===== src/rtl/core/hte_pkg.sv =====
// ----------------------------------------------------------------------------
// hte_pkg
// Shared constants and types of the static-table Huffman encoder.
// ----------------------------------------------------------------------------
package hte_pkg;

   localparam int SYMBOL_COUNT = 256;
   localparam int MAX_CODE_LEN = 32;

   localparam int SYM_W  = 8;
   localparam int LEN_W  = 6;
   localparam int CODE_W = 32;
   localparam int BYTE_W = 8;
   localparam int ADDR_W = $clog2(SYMBOL_COUNT);
   localparam int CAP_LEN = (MAX_CODE_LEN < CODE_W) ? MAX_CODE_LEN : CODE_W;
   localparam int BUF_W  = CODE_W + BYTE_W;
   localparam int CNT_W  = $clog2(BUF_W);

   localparam logic [1:0] MODE_LOAD   = 2'd0;
   localparam logic [1:0] MODE_ENCODE = 2'd1;
   localparam logic [1:0] MODE_FLUSH  = 2'd2;

   typedef struct packed {
      logic [LEN_W-1:0]  len;
      logic [CODE_W-1:0] bits;
   } entry_type;

   typedef struct packed {
      logic [1:0] mode;
      entry_type  entry;
   } item_type;

endpackage


===== src/rtl/core/hte_packer.sv =====
// ----------------------------------------------------------------------------
// hte_packer
// Bit packer: merges code bits into a left-aligned buffer and emits bytes
// MSB first through the output register.
// ----------------------------------------------------------------------------
module hte_packer (
   input  logic                       clock,
   input  logic                       reset,
   input  logic                       item_valid,
   input  hte_pkg::item_type          item,
   output logic                       item_take,
   output logic                       rsp_valid,
   input  logic                       rsp_ready,
   output logic [hte_pkg::BYTE_W-1:0] rsp_out_byte,
   output logic                       rsp_last_of_run,
   output logic                       rsp_end_of_stream
);
   import hte_pkg::*;

   logic [BUF_W-1:0]  buf_ff, buf_in, buf_after;
   logic [CNT_W-1:0]  cnt_ff, cnt_in, cnt_after;
   logic              flush_ff, flush_in;
   logic              rsp_valid_ff, rsp_valid_in;
   logic [BYTE_W-1:0] rsp_byte_ff, rsp_byte_in;
   logic              rsp_last_ff, rsp_last_in;
   logic              rsp_eos_ff, rsp_eos_in;
   logic              out_take;
   logic              busy;
   logic              emit;
   logic              free;
   logic              passive;
   logic [CNT_W-1:0]  shamt;
   logic [CODE_W-1:0] aligned;

   assign out_take  = !rsp_valid_ff || rsp_ready;
   assign busy      = flush_ff || (cnt_ff >= CNT_W'(BYTE_W));
   assign emit      = busy && out_take;
   assign free      = !busy || (emit && (flush_ff || (cnt_ff < CNT_W'(2 * BYTE_W))));
   assign passive   = (item.mode != MODE_ENCODE) && (item.mode != MODE_FLUSH);
   assign item_take = item_valid && (passive || free);

   assign shamt   = CNT_W'(CODE_W) - CNT_W'(item.entry.len);
   assign aligned = (item.entry.len == '0) ? '0
                                           : (item.entry.bits << shamt[$clog2(CODE_W)-1:0]);

   always_comb begin
      buf_after = buf_ff;
      cnt_after = cnt_ff;
      if (emit) begin
         if (flush_ff) begin
            buf_after = '0;
            cnt_after = '0;
         end else begin
            buf_after = buf_ff << BYTE_W;
            cnt_after = cnt_ff - CNT_W'(BYTE_W);
         end
      end
   end

   always_comb begin
      buf_in   = buf_after;
      cnt_in   = cnt_after;
      flush_in = flush_ff && !emit;
      if (item_take && (item.mode == MODE_ENCODE)) begin
         buf_in = buf_after | ({aligned, BYTE_W'(0)} >> cnt_after[$clog2(BYTE_W)-1:0]);
         cnt_in = cnt_after + CNT_W'(item.entry.len);
      end else if (item_take && (item.mode == MODE_FLUSH)) begin
         flush_in = 1'b1;
      end
   end

   always_comb begin
      rsp_valid_in = rsp_valid_ff && !rsp_ready;
      rsp_byte_in  = rsp_byte_ff;
      rsp_last_in  = rsp_last_ff;
      rsp_eos_in   = rsp_eos_ff;
      if (emit) begin
         rsp_valid_in = 1'b1;
         rsp_byte_in  = buf_ff[BUF_W-1 -: BYTE_W];
         rsp_last_in  = flush_ff || (cnt_ff < CNT_W'(2 * BYTE_W));
         rsp_eos_in   = flush_ff;
      end
   end

   always_ff @(posedge clock) begin
      if (reset) begin
         buf_ff       <= '0;
         cnt_ff       <= '0;
         flush_ff     <= 1'b0;
         rsp_valid_ff <= 1'b0;
      end else begin
         buf_ff       <= buf_in;
         cnt_ff       <= cnt_in;
         flush_ff     <= flush_in;
         rsp_valid_ff <= rsp_valid_in;
      end
   end

   always_ff @(posedge clock) begin
      rsp_byte_ff <= rsp_byte_in;
      rsp_last_ff <= rsp_last_in;
      rsp_eos_ff  <= rsp_eos_in;
   end

   assign rsp_valid         = rsp_valid_ff;
   assign rsp_out_byte      = rsp_byte_ff;
   assign rsp_last_of_run   = rsp_last_ff;
   assign rsp_end_of_stream = rsp_eos_ff;

endmodule


===== config.mk =====
export PLATFORM = sky130hd
export DESIGN_NAME = hte_packer
export DESIGN_NICKNAME = d
export VERILOG_FILES = /design/src/rtl/core/hte_pkg.sv /design/src/rtl/core/hte_packer.sv
export SDC_FILE = /design/constraint.sdc
export NUM_CORES = 1
export LEC_CHECK = 0
export ABC_AREA = 1
export BUFFER_PORTS_ARGS = -buffer_cell sky130_fd_sc_hd__buf_2
export CELL_PAD_IN_SITES_DETAIL_PLACEMENT = 1
export CELL_PAD_IN_SITES_GLOBAL_PLACEMENT = 2
export CORE_ASPECT_RATIO = 1.1
export CORE_UTILIZATION = 34
export DETAILED_ROUTE_END_ITERATION = 8
export MAX_ROUTING_LAYER = met4
export PLACE_DENSITY_LB_ADDON = 0.1
export SLEW_MARGIN = 10
export SYNTH_ARGS = -nofsm -noshare
export SYNTH_HDL_FRONTEND = slang
export SYNTH_SLANG_ARGS = --single-unit

===== constraint.sdc =====
create_clock -name clock -period 7 [get_ports clock]
set_input_delay 0.7 -clock clock [delete_from_list [all_inputs] [get_ports clock]]
set_output_delay 0.7 -clock clock [all_outputs]
set_load 0.005 [all_outputs]

==> impl_results.md <==
* Status: complete, no violations
* Most frequent cell after synthesis: nand3_1
* Hold_buf cts at 0
* First-pass GRT wire length at 32.80 mm
* Routed vias/inst at 5.578
* Clock latency on the worst-skew pair at 340 ps
* Reg2reg end: cnt_ff[4]$_SDFF_PP0_
* Vias in the first global route at 6,431
* Util after Layout at 38.15%
* Setup Buffers After CTS at 0
* Nets@finish at 999
* Worst-Margin Slew at 1118 ps
* CTS sink count at 58
* Share of the synthesized area in the top cell type at 31.16%
* Seq/Total Area, Yosys at 23.30%
* Initial core utilization at 34.66%
* Most frequent cells after synthesis: nand3_1, nand2_1, inv_1, dfxtp_1, o21ai_0
* Share of flip-flops with an asynchronous set or reset at 0%
* Reg-to-reg setup timing slack at 2290 ps
* TritonCTS Buffers at 9
* Initial antenna violation count at 0
* Antenna diodes at 0
* WL final at 19.88 mm
* Hold EP: rsp_out_byte[7]$_DFFE_PN_
* Crit Path Category: reg2reg
* Power density cells at 274.7 nW/µm²
* Rel. slew slack at 25.29%
* Width of the chip at 122.3 µm
* Final antenna-violating net count at 0
* Worst-path maximum fanout at 34
* M1 GR Usage at 31.38%
* GPL Wtd Cong at 0.8154
* Max-slew violation count at 0
* Drt wl/cell at 17.30 µm
* Final hold vios at 0
* Final setup vio count at 0
* Synth cell types at 31
* Die area at 16,430 µm²
* Gr busiest metal: met2
* Min Tclk post-route at 4715 ps
* Worst vdd ir at 0.0002329 V
* CP top delay family: buffers and inverters
* Final worst-path cycle share at 67.35%
* Core area at 15,620 µm²
* Post-synth EDFFs at 10
* DRC at 0
* Cells on worst reg2reg path at 10
* Yosys reg bits at 58
* Crit-path max cell delay at 1110 ps
* CTS resizes at 0
* RSZ-0062 raised after global routing: false
* R2R Path Start: flush_ff$_SDFF_PP0_
* P_leak at 2.667 nW
* Hold path start: buf_ff[39]$_SDFF_PP0_
* WP data required at 7200 ps
* Avg Cell Area, Syn at 5.783 µm²
* YS warnings at 0
* Root buf cell: clkbuf_16
* Post-Syn Nets at 991
* Buffers & Inverters on Critical Path at 1
* Maximum clock path buffer count at 2
* Boundary pin count at 56
* Synth top area cells: nand3_1, dfxtp_1, nand2_1
* H-Tree Depth at 3
* Crit end category: register
* Mapped Area at 5413 µm²
* Share of cells above drive strength 1 at 9.589%
* Port Buffers at 55
* Ys flop type: dfxtp_1
* CP max-delay cell: clkinv_1
* Num rows at 48
* Via count at 6,409
* Fmax at 212.1 MHz
* Hpwl dp at 14.87 mm
* # Max-Cap Violations at 0
* Hold path cells at 0
* Final Skew at 2.484 ps
* Worst path cell trace: nand2_1 -> nand2_1 -> clkinv_1 -> ha_1 -> fa_1 -> a21oi_1 -> o21ai_0 -> xor2_1 -> o21ai_0 -> a21oi_1
* Critical Path AT at 4920 ps
* CTS tree: done
* Initial DRT Pass Iterations at 4
* Met2 Track Usage GR at 45.44%
* Largest net degree at the start of global routing at 51
* Startpoint types: register
* HP Class: reg2reg
* Worst-path clk slew at 50 ps
* Cells after Synth at 936
* Starting DRT DRC Count at 346
* Yosys top cell by area: nand3_1
* Final TNS setup at 0 ps
* Area Overhead vs Synth at 10.06%
* Die height at 134.3 µm
* Total GRT Usage at 26.12%
* M3 GR Usage at 3.954%
* GR Overflow Total at 0
[report_power, final]
group	leakage [nW]	total (mW)	switching [mW]	internal, mW
logic	2.03	0.744	0.518	0.226
registers	0.493	0.466	0.0347	0.432
clock network	0.140	0.426	0.155	0.270
total	2.67	1.64	0.708	0.928
[metrics by stage]
stage | hold WS [ps] | cells | total power, mW | instance area, µm² | worst slack, ps
floorplan | 403.0 | 936 | 0.9908 | 5413 | 4234
global placement | 415.1 | 1133 | 1.194 | 5672 | 2384
detailed placement | 414.0 | 1133 | 1.220 | 5672 | 2241
CTS | 426.0 | 1149 | 1.651 | 5957 | 2343
global route | 441.0 | 1149 | 1.771 | 5957 | 1902
finish | 429.6 | 1149 | 1.636 | 5957 | 2285
[worst max-delay path by stage]
| stage | start | endpoint | slack, ps | depth (start not counted) |
|---|---|---|---|---|
| floorplan | rsp_ready | cnt_ff[5]$_SDFF_PP0_ | 4230 | 17 |
| global placement | rsp_ready | cnt_ff[4]$_SDFF_PP0_ | 2380 | 13 |
| detailed placement | rsp_ready | cnt_ff[4]$_SDFF_PP0_ | 2240 | 13 |
| CTS | flush_ff$_SDFF_PP0_ | cnt_ff[4]$_SDFF_PP0_ | 2340 | 10 |
| global route | flush_ff$_SDFF_PP0_ | cnt_ff[5]$_SDFF_PP0_ | 1900 | 13 |
| finish | flush_ff$_SDFF_PP0_ | cnt_ff[4]$_SDFF_PP0_ | 2290 | 10 |
[layout by cell type (no fill, tap or decap), drive strengths merged]
| cell | count |
|---|---|
| clkbuf | 9 |
| nor2 | 29 |
| nor3 | 6 |
| o31ai | 2 |
| fa | 1 |
| inv | 76 |
| a21o | 1 |
| a21oi | 26 |
| nand2 | 235 |
| ha | 10 |
| nand4 | 24 |
| edfxtp | 10 |
| buf | 61 |
| clkinv | 8 |
| dfxtp | 48 |
| o21ai | 49 |
| clkinvlp | 1 |
| a31oi | 8 |
| a211oi | 1 |
| xnor2 | 1 |
| nand3 | 337 |
| bufinv | 1 |
| o211ai | 3 |
| xor2 | 2 |
[per-layer routing]
| metal | share of wire (%) | up-vias | wire, µm |
|---|---|---|---|
| li1 | - | 3213 | - |
| met1 | 45 | 3088 | 8927 |
| met2 | 51 | 83 | 10120 |
| met3 | 2.3 | 25 | 452 |
| met4 | 1.9 | 0 | 375 |
| met5 | 0 | - | 0 |
[logic make-up (layout without fill, tap and decap cells)]
logic type,after synthesis,count (layout),share of synthesized area [%]
DFF,58,58,23.30
AOI/OAI and AO/OA,90,90,8.830
adders and majority gates,11,11,2.681
xor gates and xnor gates,3,3,0.4855
buffers and inverters,143,156,11.33
and+or+nand+nor,631,631,53.38
[state kept, by name (all words and copies together), names as in the netlist]
name and count:
rsp_out_byte 8, buf_ff 40, rsp_valid 1, rsp_end_of_stream 1, cnt_ff 6, rsp_last_of_run 1
flush_ff 1
[final cells by class]
class / count / area [µm²]
clock inverters: 7 / 60.06
clock buffers: 9 / 225.2
inverters: 79 / 299.0
flip-flops and latches: 58 / 1261
repair buffers: 61 / 320.3
fillers: 2191 / 9658
multi-input cells: 735 / 3541
well taps: 200 / 250.2
[worst reg2reg max path: cells and delay by family, from the launching register on]
| family | cells | cell delay, ps |
|---|---|---|
| and+or+nand+nor | 2 | 1040 |
| xor gates and xnor gates | 1 | 160 |
| AOI/OAI and AO/OA | 4 | 470 |
| buffers and inverters | 1 | 1120 |
| adders and majority gates | 2 | 1030 |
| DFF | 1 | 770 |
Power figures use the tool's default switching activity.
